===== src/hdl/mfh_pkg.sv =====
// Shared types, constants and register codes of the message fragmenter.
// Used by every module of the block; depends on nothing.
package mfh_pkg;

  localparam int MAX_FRAGMENT_SIZE = 512;
  localparam int PAY_W = 10;
  localparam int LEN_W = 32;
  localparam int BYTE_W = 8;

  localparam logic [PAY_W-1:0] MIN_PAYLOAD = PAY_W'(6);
  localparam logic [PAY_W-1:0] MAX_PAYLOAD = PAY_W'(MAX_FRAGMENT_SIZE);
  localparam logic [PAY_W-1:0] FIRST_HDR_LEN = PAY_W'(5);
  localparam logic [PAY_W-1:0] CONT_HDR_LEN = PAY_W'(1);

  // Queue between the classifier and the serializer.
  localparam int QDEPTH = 4;
  localparam int PTR_W = $clog2(QDEPTH);
  localparam int CNT_W = $clog2(QDEPTH + 1);

  // Byte position inside one queued request (up to five header bytes + data).
  localparam int POS_W = 3;
  localparam logic [POS_W-1:0] POS_FIRST_LAST = POS_W'(5);
  localparam logic [POS_W-1:0] POS_CONT_LAST = POS_W'(1);
  localparam logic [POS_W-1:0] POS_NONE_LAST = POS_W'(0);

  localparam int CFG_IDX_W = 3;
  localparam int CFG_DATA_W = 10;

  typedef enum logic [CFG_IDX_W-1:0] {
    REG_PAYLOAD_SIZE = 3'd0,
    REG_CODE_SINGLE  = 3'd1,
    REG_CODE_FIRST   = 3'd2,
    REG_CODE_MIDDLE  = 3'd3,
    REG_CODE_END     = 3'd4
  } cfg_reg_t;

  localparam logic [PAY_W-1:0] RST_PAYLOAD_SIZE = PAY_W'(20);
  localparam logic [BYTE_W-1:0] RST_CODE_SINGLE = 8'd0;
  localparam logic [BYTE_W-1:0] RST_CODE_FIRST = 8'd1;
  localparam logic [BYTE_W-1:0] RST_CODE_MIDDLE = 8'd2;
  localparam logic [BYTE_W-1:0] RST_CODE_END = 8'd3;

  typedef enum logic [1:0] {
    HDR_NONE  = 2'd0,
    HDR_FIRST = 2'd1,
    HDR_CONT  = 2'd2
  } hdr_kind_t;

  typedef struct packed {
    logic [BYTE_W-1:0] data_byte;
    logic [LEN_W-1:0]  message_length;
  } in_item_t;

  typedef struct packed {
    logic [BYTE_W-1:0] out_byte;
    logic              fragment_end;
    logic              message_end;
  } out_item_t;

  typedef struct packed {
    logic [PAY_W-1:0]  payload_size;
    logic [BYTE_W-1:0] code_single;
    logic [BYTE_W-1:0] code_first;
    logic [BYTE_W-1:0] code_middle;
    logic [BYTE_W-1:0] code_end;
  } cfg_t;

  // One classified request: header kind, its bytes and the data byte.
  typedef struct packed {
    hdr_kind_t         kind;
    logic [BYTE_W-1:0] code;
    logic [LEN_W-1:0]  length;
    logic [BYTE_W-1:0] data_byte;
    logic              fragment_end;
    logic              message_end;
  } frag_req_t;

  typedef struct packed {
    logic empty;
    logic full;
  } q_status_t;

endpackage


===== src/hdl/message_fragmenter_with_headers.sv =====
// Message fragmenter: cuts a byte stream into fragments of payload_size bytes,
// header included. The first fragment opens with a control byte and the
// 4-byte big-endian message length; each later fragment opens with one
// control byte. One message byte enters per cycle unless in_stall holds it;
// the output delivers one byte per cycle unless out_stall holds it. An input
// byte yields one, two or six output bytes (plain data, continuation header,
// first header). The byte serializer sets the rate; a four-entry request
// queue lets input run ahead while headers go out, and in_stall rises only
// when that queue is full. A request's first output byte goes through the
// queue and then the output register. The user must write configuration
// through the cfg port only while no message is in flight; the block does
// not enforce it. Depends on mfh_pkg, mfh_front, mfh_queue and mfh_back.
module message_fragmenter_with_headers (
  input  logic                              clk,
  input  logic                              rst_n,
  input  logic                              cfg_we,
  input  logic [mfh_pkg::CFG_IDX_W-1:0]     cfg_index,
  input  logic [mfh_pkg::CFG_DATA_W-1:0]    cfg_wdata,
  input  logic                              in_valid,
  input  mfh_pkg::in_item_t                 in_data,
  output logic                              in_stall,
  output logic                              out_valid,
  output mfh_pkg::out_item_t                out_data,
  input  logic                              out_stall
);

  mfh_pkg::cfg_t      cfg_r, cfg_nxt;
  mfh_pkg::q_status_t q_status;
  mfh_pkg::frag_req_t q_req;
  mfh_pkg::frag_req_t q_head;
  logic               q_push;
  logic               q_pop;

  always_comb begin
    cfg_nxt = cfg_r;
    if (cfg_we) begin
      unique case (cfg_index)
        mfh_pkg::REG_PAYLOAD_SIZE: cfg_nxt.payload_size = cfg_wdata;
        mfh_pkg::REG_CODE_SINGLE:  cfg_nxt.code_single = cfg_wdata[7:0];
        mfh_pkg::REG_CODE_FIRST:   cfg_nxt.code_first = cfg_wdata[7:0];
        mfh_pkg::REG_CODE_MIDDLE:  cfg_nxt.code_middle = cfg_wdata[7:0];
        mfh_pkg::REG_CODE_END:     cfg_nxt.code_end = cfg_wdata[7:0];
        default: cfg_nxt = cfg_r;
      endcase
    end
  end

  always_ff @(posedge clk) begin
    if (!rst_n) begin
      cfg_r.payload_size <= mfh_pkg::RST_PAYLOAD_SIZE;
      cfg_r.code_single <= mfh_pkg::RST_CODE_SINGLE;
      cfg_r.code_first <= mfh_pkg::RST_CODE_FIRST;
      cfg_r.code_middle <= mfh_pkg::RST_CODE_MIDDLE;
      cfg_r.code_end <= mfh_pkg::RST_CODE_END;
    end else begin
      cfg_r <= cfg_nxt;
    end
  end

  mfh_front u_front (
    .clk      (clk),
    .rst_n    (rst_n),
    .cfg      (cfg_r),
    .in_valid (in_valid),
    .in_data  (in_data),
    .in_stall (in_stall),
    .q_status (q_status),
    .q_push   (q_push),
    .q_req    (q_req)
  );

  mfh_queue u_queue (
    .clk      (clk),
    .rst_n    (rst_n),
    .push     (q_push),
    .push_req (q_req),
    .pop      (q_pop),
    .head     (q_head),
    .status   (q_status)
  );

  mfh_back u_back (
    .clk       (clk),
    .rst_n     (rst_n),
    .head      (q_head),
    .q_status  (q_status),
    .q_pop     (q_pop),
    .out_valid (out_valid),
    .out_data  (out_data),
    .out_stall (out_stall)
  );

`ifndef SYNTHESIS
  // The last byte of a message always closes its fragment.
  a_mend_implies_fend: assert property (@(posedge clk) disable iff (!rst_n)
    out_valid && out_data.message_end |-> out_data.fragment_end)
    else $error("message end without fragment end");

  // The serializer never retires a request the queue does not hold.
  a_pop_not_empty: assert property (@(posedge clk) disable iff (!rst_n)
    q_pop |-> !q_status.empty)
    else $error("queue pop while empty");

  // A request is only queued when there is room for it.
  a_push_not_full: assert property (@(posedge clk) disable iff (!rst_n)
    q_push |-> !q_status.full && in_valid)
    else $error("queue push while full");
`endif

endmodule


===== src/hdl/mfh_front.sv =====
// Classifier: accepts message bytes, tracks fragment and message position and
// decides which header opens each byte. Depends on mfh_pkg.
module mfh_front (
  input  logic                clk,
  input  logic                rst_n,
  input  mfh_pkg::cfg_t       cfg,
  input  logic                in_valid,
  input  mfh_pkg::in_item_t   in_data,
  output logic                in_stall,
  input  mfh_pkg::q_status_t  q_status,
  output logic                q_push,
  output mfh_pkg::frag_req_t  q_req
);

  logic [mfh_pkg::LEN_W-1:0] remaining_r, remaining_nxt;
  logic [mfh_pkg::PAY_W-1:0] fill_r, fill_nxt;
  logic                      open_r, open_nxt;

  logic                      accept;
  logic                      idle;
  logic                      drop;
  logic [mfh_pkg::PAY_W-1:0] pay;
  logic [mfh_pkg::PAY_W-1:0] fill_base;
  logic [mfh_pkg::PAY_W-1:0] fill_inc;
  logic [mfh_pkg::LEN_W-1:0] rem_cur;
  logic                      mend;
  logic                      fend;

  // Payload size is used saturated to the legal fragment range.
  always_comb begin
    if (cfg.payload_size < mfh_pkg::MIN_PAYLOAD) begin
      pay = mfh_pkg::MIN_PAYLOAD;
    end else if (cfg.payload_size > mfh_pkg::MAX_PAYLOAD) begin
      pay = mfh_pkg::MAX_PAYLOAD;
    end else begin
      pay = cfg.payload_size;
    end
  end

  assign in_stall = q_status.full;
  assign accept = in_valid && !q_status.full;
  assign idle = (remaining_r == '0);
  assign drop = idle && (in_data.message_length == '0);
  assign q_push = accept && !drop;

  always_comb begin
    q_req.kind = mfh_pkg::HDR_NONE;
    q_req.code = cfg.code_middle;
    fill_base = fill_r;
    rem_cur = remaining_r;
    if (idle) begin
      q_req.kind = mfh_pkg::HDR_FIRST;
      rem_cur = in_data.message_length;
      fill_base = mfh_pkg::FIRST_HDR_LEN;
      if (in_data.message_length <=
          mfh_pkg::LEN_W'(pay - mfh_pkg::FIRST_HDR_LEN)) begin
        q_req.code = cfg.code_single;
      end else begin
        q_req.code = cfg.code_first;
      end
    end else if (!open_r) begin
      q_req.kind = mfh_pkg::HDR_CONT;
      fill_base = mfh_pkg::CONT_HDR_LEN;
      if (remaining_r <= mfh_pkg::LEN_W'(pay - mfh_pkg::CONT_HDR_LEN)) begin
        q_req.code = cfg.code_end;
      end else begin
        q_req.code = cfg.code_middle;
      end
    end
    fill_inc = fill_base + mfh_pkg::PAY_W'(1);
    mend = (rem_cur == mfh_pkg::LEN_W'(1));
    fend = mend || (fill_inc >= pay);
    q_req.length = in_data.message_length;
    q_req.data_byte = in_data.data_byte;
    q_req.fragment_end = fend;
    q_req.message_end = mend;
  end

  always_comb begin
    remaining_nxt = remaining_r;
    fill_nxt = fill_r;
    open_nxt = open_r;
    if (q_push) begin
      remaining_nxt = rem_cur - mfh_pkg::LEN_W'(1);
      if (fend) begin
        fill_nxt = '0;
        open_nxt = 1'b0;
      end else begin
        fill_nxt = fill_inc;
        open_nxt = 1'b1;
      end
    end
  end

  always_ff @(posedge clk) begin
    if (!rst_n) begin
      remaining_r <= '0;
      fill_r <= '0;
      open_r <= 1'b0;
    end else begin
      remaining_r <= remaining_nxt;
      fill_r <= fill_nxt;
      open_r <= open_nxt;
    end
  end

endmodule


===== src/hdl/mfh_queue.sv =====
// Short request queue between the classifier and the serializer.
// Depends on mfh_pkg for the request type and depth.
module mfh_queue (
  input  logic                clk,
  input  logic                rst_n,
  input  logic                push,
  input  mfh_pkg::frag_req_t  push_req,
  input  logic                pop,
  output mfh_pkg::frag_req_t  head,
  output mfh_pkg::q_status_t  status
);

  mfh_pkg::frag_req_t        mem_r [mfh_pkg::QDEPTH];
  logic [mfh_pkg::PTR_W-1:0] wr_ptr_r, wr_ptr_nxt;
  logic [mfh_pkg::PTR_W-1:0] rd_ptr_r, rd_ptr_nxt;
  logic [mfh_pkg::CNT_W-1:0] count_r, count_nxt;

  assign status.empty = (count_r == '0);
  assign status.full = (count_r == mfh_pkg::CNT_W'(mfh_pkg::QDEPTH));
  assign head = mem_r[rd_ptr_r];

  always_comb begin
    wr_ptr_nxt = wr_ptr_r;
    rd_ptr_nxt = rd_ptr_r;
    count_nxt = count_r;
    if (push) begin
      wr_ptr_nxt = (wr_ptr_r == mfh_pkg::PTR_W'(mfh_pkg::QDEPTH - 1)) ?
                   '0 : wr_ptr_r + mfh_pkg::PTR_W'(1);
    end
    if (pop) begin
      rd_ptr_nxt = (rd_ptr_r == mfh_pkg::PTR_W'(mfh_pkg::QDEPTH - 1)) ?
                   '0 : rd_ptr_r + mfh_pkg::PTR_W'(1);
    end
    if (push && !pop) begin
      count_nxt = count_r + mfh_pkg::CNT_W'(1);
    end else if (pop && !push) begin
      count_nxt = count_r - mfh_pkg::CNT_W'(1);
    end
  end

  always_ff @(posedge clk) begin
    if (push) begin
      mem_r[wr_ptr_r] <= push_req;
    end
  end

  always_ff @(posedge clk) begin
    if (!rst_n) begin
      wr_ptr_r <= '0;
      rd_ptr_r <= '0;
      count_r <= '0;
    end else begin
      wr_ptr_r <= wr_ptr_nxt;
      rd_ptr_r <= rd_ptr_nxt;
      count_r <= count_nxt;
    end
  end

endmodule


===== src/hdl/mfh_back.sv =====
// Serializer: walks the header and data bytes of the queued request at the
// head and drives the registered output channel. Depends on mfh_pkg.
module mfh_back (
  input  logic                clk,
  input  logic                rst_n,
  input  mfh_pkg::frag_req_t  head,
  input  mfh_pkg::q_status_t  q_status,
  output logic                q_pop,
  output logic                out_valid,
  output mfh_pkg::out_item_t  out_data,
  input  logic                out_stall
);

  logic [mfh_pkg::POS_W-1:0] pos_r, pos_nxt;
  logic                      out_valid_r, out_valid_nxt;
  mfh_pkg::out_item_t        out_data_r;

  logic                      advance;
  logic [mfh_pkg::POS_W-1:0] last_pos;
  mfh_pkg::out_item_t        cur;

  assign advance = !q_status.empty && (!out_valid_r || !out_stall);
  assign q_pop = advance && (pos_r == last_pos);
  assign out_valid = out_valid_r;
  assign out_data = out_data_r;

  always_comb begin
    last_pos = mfh_pkg::POS_NONE_LAST;
    cur.out_byte = head.data_byte;
    cur.fragment_end = 1'b0;
    cur.message_end = 1'b0;
    unique case (head.kind)
      mfh_pkg::HDR_FIRST: begin
        last_pos = mfh_pkg::POS_FIRST_LAST;
        unique case (pos_r)
          3'd0: cur.out_byte = head.code;
          3'd1: cur.out_byte = head.length[31:24];
          3'd2: cur.out_byte = head.length[23:16];
          3'd3: cur.out_byte = head.length[15:8];
          3'd4: cur.out_byte = head.length[7:0];
          default: cur.out_byte = head.data_byte;
        endcase
      end
      mfh_pkg::HDR_CONT: begin
        last_pos = mfh_pkg::POS_CONT_LAST;
        if (pos_r == '0) begin
          cur.out_byte = head.code;
        end
      end
      default: begin
        last_pos = mfh_pkg::POS_NONE_LAST;
      end
    endcase
    // Only the data byte, the last of a request, carries the end flags.
    if (pos_r == last_pos) begin
      cur.out_byte = head.data_byte;
      cur.fragment_end = head.fragment_end;
      cur.message_end = head.message_end;
    end
  end

  always_comb begin
    pos_nxt = pos_r;
    out_valid_nxt = out_valid_r;
    if (advance) begin
      out_valid_nxt = 1'b1;
      pos_nxt = q_pop ? '0 : pos_r + mfh_pkg::POS_W'(1);
    end else if (!out_stall) begin
      out_valid_nxt = 1'b0;
    end
  end

  always_ff @(posedge clk) begin
    if (advance) begin
      out_data_r <= cur;
    end
  end

  always_ff @(posedge clk) begin
    if (!rst_n) begin
      pos_r <= '0;
      out_valid_r <= 1'b0;
    end else begin
      pos_r <= pos_nxt;
      out_valid_r <= out_valid_nxt;
    end
  end

endmodule

===== config.mk =====
export PLATFORM = sky130hd
export DESIGN_NAME = message_fragmenter_with_headers
export DESIGN_NICKNAME = d
export VERILOG_FILES = /design/src/hdl/mfh_pkg.sv /design/src/hdl/message_fragmenter_with_headers.sv /design/src/hdl/mfh_front.sv /design/src/hdl/mfh_queue.sv /design/src/hdl/mfh_back.sv
export SDC_FILE = /design/constraint.sdc
export NUM_CORES = 1
export LEC_CHECK = 0
export ABC_AREA = 1
export ABC_CLOCK_PERIOD_IN_PS = 3900
export BUFFER_PORTS_ARGS = -buffer_cell sky130_fd_sc_hd__clkbuf_2
export CAP_MARGIN = 0
export CORE_MARGIN = 1
export CORE_UTILIZATION = 25
export DETAILED_ROUTE_END_ITERATION = 6
export PLACE_DENSITY_LB_ADDON = 0.2
export SLEW_MARGIN = 20
export SYNTH_ARGS = -nofsm -noshare
export SYNTH_HDL_FRONTEND = slang
export SYNTH_SLANG_ARGS = --single-unit

===== constraint.sdc =====
create_clock -name clk -period 3.9 [get_ports clk]
set_input_delay 0.78 -clock clk [delete_from_list [all_inputs] [get_ports clk]]
set_output_delay 0.78 -clock clk [all_outputs]
set_load 0.03 [all_outputs]

* After elaboration in Yosys (flattened, before gate mapping) *
Memory sizes are Yosys's and may differ from the RTL's. A register that Yosys moved wholly into a read port is not among the register bits.
Index checks and enable logic that the tools add are counted.

word-level totals
  latch bits = 0
  bits in registers = 106
  memory bits (read-only) = 0
  word-level logic and storage cells = 101
  RAM bits = 208
  memories = 1
  output and inout bits = 12

operators by class
  shift operators = 0
  div/mod/pow operators = 0
  $lt $le $gt $ge = 5
  add/sub/neg operators = 9
  bitwise operators = 0
  $mul = 0
  eq/ne operators = 16
  reduce and logical (&&, ||, !) cells = 27
  mux-type cells = 27

memory list
  memory         depth  bits a word  read ports  clocked after Yosys merged registers in  wr ports  RTL line         source
  u_queue.mem_r  4      52           1           1                                        1         mfh_queue.sv:13  mfh_pkg::frag_req_t mem_r [mfh_pkg::QDEPTH];

operators with widths
  cell                   number
  $mux 10                8
  $le 32x32->1           2
  $logic_not 32->1       2
  $pmux 8 s5             1
  $eq 32x1->1 const B    1
  $mux 32                1
  $sub 32x1->32 const B  1
  $mux 8                 3
  $pmux 8 s2             1
  $eq 3x2->1 const B     4
  $sub 10x1->11 const B  1
  $sub 10x3->11 const B  1
  $add 10x1->10 const B  1
  $ge 10x10->1           1
  $gt 10x10->1 const B   1
  $lt 10x3->1 const B    1
  $reduce_and 2->1       5
  $eq 3x3->1 const B     3
  $logic_not 3->1        3
  $mux 3                 3
  $mux 2                 4
  $logic_and 1x1->1      7
  $logic_not 1->1        7
  $add 3x1->3 const B    2
  11 further kinds       20

* Depth between registers and ports, before layout *
  depth after elaboration = 8
  depth in mapped cells = 25
  mapped depth without buffers = 25

* By module *
Synthesis repeated with hierarchy kept, for this count alone.

second synthesis, totals
  cell total of the unflattened synthesis = 2136
  area total of the unflattened synthesis = 17626.9 um2

by module, submodules not included
  module                           cells an instance  seq. area each (um2)  times used  area an instance (um2)
  mfh_queue                        561                6426.2                1           8144.1
  mfh_front                        1094               860.8                 1           6419.9
  message_fragmenter_with_headers  247                840.8                 1           1674.1
  mfh_back                         234                380.4                 1           1388.8

* Worst setup path after synthesis *
OpenSTA, ideal clock, no wires.

  path kind = register to register
  start point = reg cfg_r[38] (netlist bit)
  end point = mem u_queue.mem_r[0][43] (netlist bit) (data pin)
  period minus slack after synthesis = 4.019 ns
  path slack = -0.119 ns
  path buffers = 0
  library setup time = 0.265 ns
  data arrival time = 3.753 ns
  stages on the path, launching flop included = 22
  required time = 3.635 ns
  cell sequence = dfxtp_1 inv_1 nand4_1 inv_1 a21oi_1 nor2_1 nor2_1 nand2_1 nor2_1 nand4_1 ha_1 nand2_1 nor2_1 nand4_1 nor4_1 nand2_1 nand2_1 nand2_1 nand2_1 nand2_1 nand2_1 nand2_1

RTL lines
  element                   RTL line                               source
  start: declaration        message_fragmenter_with_headers.sv:27  mfh_pkg::cfg_t cfg_r, cfg_nxt;
  start signal: assignment  message_fragmenter_with_headers.sv:56  cfg_r <= cfg_nxt;
  end: declaration          mfh_queue.sv:13

==> results.tsv <==
metric	value	unit
syn_to_final_growth	18.5	%
grt-ovfl-total	0	
reg2reg_from	cfg_r[37]$_SDFFE_PN0P_	
final_cell_mix	406 x nand2_1, 270 x nor2_1, 218 x edfxtp_1, 200 x inv_1, 165 x o21ai_0	
clkPwrFrac	31.5	%
die_h	262	um
row_count	95	
setup_violations	0	
clk_latency	0.57	ns
start_kind	register	
ys_warn_count	0	
synth_edf_count	218	
chipWidth	262	um
post-route-period-util	93.2	%
antenna_found_initial	2	
final_common_cell	nand2_1	
p_total	11.7	mW
initial_utilization	25.2	%
ir_drop	0.000318	V
finalCriticalPeriod	3.64	ns
multiInputGateArea	0.00752	sq mm
core	0.0670	sq mm
p_leak	8.42	nW
dpl-instance-area	0.0186	sq mm
routed_wl	54200	um
cp.required	4.18	ns
root_buffer	clkbuf_16	
startpoint	cfg_r[37]$_SDFFE_PN0P_	
wl_per_cell	18.0	um
num-nets-final	2258	
internal_power	7.44	mW
status	finished clean	
clock_skew	0.0347	ns
clock_sinks	316	
clkSlewWorstSetupHoldPaths	0.05	ns
async_reset_ff_share	0	%
drtIter0Drc	755	
cts_made_buffers	40	
max_freq	275	MHz
crit_fanout	9	
slowest_delay	0.34	ns
synth_area_per_cell	8.48	sq um
seq_area_frac_synth	50.3	%
cts_tree	built	
hold_path_startpoint	in_data[38]	
cts_max_level	2	
netlist_instances	1995	
vias_per_cell	4.60	
grt_max_degree	63	
power_density	586	mW/mm^2
report.final.slew_viol_count	0	
postCtsHoldBufs	0	
seq_power_share	36.4	%
dp_hpwl	38100	um
grt_use_total	15.8	%
ant_nets	0	
yosysUniqueCellTypes	46	
gp_congestion	0.859	
p_sw	4.30	mW
maxCapViolations	0	
end_kind	register	
hp-class	input port to register	
drc	0	
port_buffers	69	
cpMaxStageDelayCell	dfxtp_2	
slew_headroom	30.0	%
worst_slew_pin_slew	1.05	ns
ff_latch_area	0.00851	sq mm
ios	70	
synth_ff_type	edfxtp_1	
vias	13852	
synth-seq-cells	316	
final_cell_area	0.0200	sq mm
grt_pass1_wl	81200	um
critPathBufInv	8	
clockBufferDepth	3	
num_antenna_cells	0	
die_area	0.0687	sq mm
cp_top_family	simple AND/OR/NAND/NOR gates	
criticalPathCategory	register to register	
hold_viol_final	0	
drive_above_1_share	12.9	%
detail_route.first_pass.iterations	5	
swShare	36.6	%
grt_pass1_vias	13297	
arrival	3.92	ns
nFillCells	7121	
syn_area	0.0169	sq mm
power_frac_comb	32.2	%
[repair_timing]
action,4_1_cts,5_1_grt
endpoints found under the setup margin,32,32
pin swaps,2,9
buffers inserted,1,6
gates cloned,1,1
gates resized for setup,3,26
[cell usage after synthesis, types with 6 or more instances]
cell,count,area (sq um)
o21ai_0,167,836
a21oi_1,127,636
edfxtp_1,218,6550
ha_1,90,1130
nand2_2,20,125
nor3_1,11,55.1
o21ai_2,6,52.6
o21ai_1,6,30.0
nand3b_1,10,75.1
nand3_1,83,415
dfxtp_1,98,1960
inv_2,6,22.5
o31ai_1,9,67.6
nor2_1,278,1040
o22ai_1,34,213
buf_2,11,55.1
a31oi_1,12,75.1
nor2_2,21,131
nor4_1,7,43.8
nand2_1,415,1560
nand4_1,44,275
inv_1,201,754
xor2_1,19,166
clkbuf_1,50,188
[area by class of cell]
| type | instances | area share (%) |
|---|---|---|
| well taps | 873 | 5.45 |
| flip-flops and latches | 316 | 42.5 |
| clock buffers | 57 | 5.67 |
| inverters | 210 | 3.93 |
| repair buffers | 121 | 4.11 |
| clock inverters | 16 | 0.843 |
| multi-input cells | 1420 | 37.5 |
[path summary, 6_finish.rpt]
| path | endpoint | slack [ns] | depth (start not counted) |
|---|---|---|---|
| worst min-delay path | u_queue.mem_r[0][8]$_DFFE_PP_ | 0.46 | 1 |
| worst max register to register | u_queue.mem_r[1][45]$_DFFE_PP_ | 0.26 | 25 |
| worst min register to register | u_front.fill_r[0]$_SDFFE_PN0P_ | 0.47 | 2 |
| worst max-delay path | u_queue.mem_r[1][45]$_DFFE_PP_ | 0.26 | 25 |
[sequential cells by signal, indices dropped and copies added, names as in the netlist, named ones only]
| register | cells |
|---|---|
| u_front.open_r | 1 |
| u_queue.wr_ptr_r | 2 |
| u_back.pos_r | 3 |
| u_queue.rd_ptr_r | 2 |
| u_front.fill_r | 10 |
| u_back.out_data | 10 |
| u_queue.count_r | 3 |
| u_front.remaining_r | 32 |
| u_back.out_valid | 1 |
| cfg_r | 42 |
| u_queue.mem_r | 208 |
[power groups by stage]
| stage | clock network (mW) | logic [mW] | registers (mW) |
|---|---|---|---|
| 6_report | 3.69 | 3.78 | 4.27 |
| 5_1_grt | 3.90 | 4.24 | 4.31 |
| 4_1_cts | 3.79 | 3.81 | 4.27 |
| 3_5_place_dp | 0 | 3.80 | 4.34 |
| 3_3_place_gp | 0 | 3.76 | 4.34 |
| 2_1_floorplan | 0 | 2.37 | 4.42 |
[cells by family after synthesis]
group | synth area share (%)
flops | 50.3
xor+xnor | 1.19
buf+inv | 6.67
fa+ha+maj | 6.77
simple gates | 22.8
compound gates | 12.2
other cells | 0.0222
[routing by layer]
metal / share of wire (%) / up-vias / GRT usage (%)
li1: - / 6943 / -
met1: 46 / 6586 / 20.8
met2: 48 / 267 / 26.9
met3: 4.1 / 56 / 1.93
met4: 2.1 / 0 / 4.70
met5: 0 / - / 0
[metrics by stage]
step	setup WS, ns	std cells	setup TNS (ns)	utilization (%)	hold WS (ns)
after floorplan	-0.0702	2018	-14.60	-	0.430
after global placement	0.0245	2932	0	27.7	0.454
after detailed placement	-0.0377	2932	-0.565	27.7	0.454
after CTS	0.0122	3007	0	29.7	0.419
after global routing	-0.0144	3013	-0.132	29.9	0.443
final	0.264	3013	0	29.9	0.456
(Power assumes the default switching activity.)
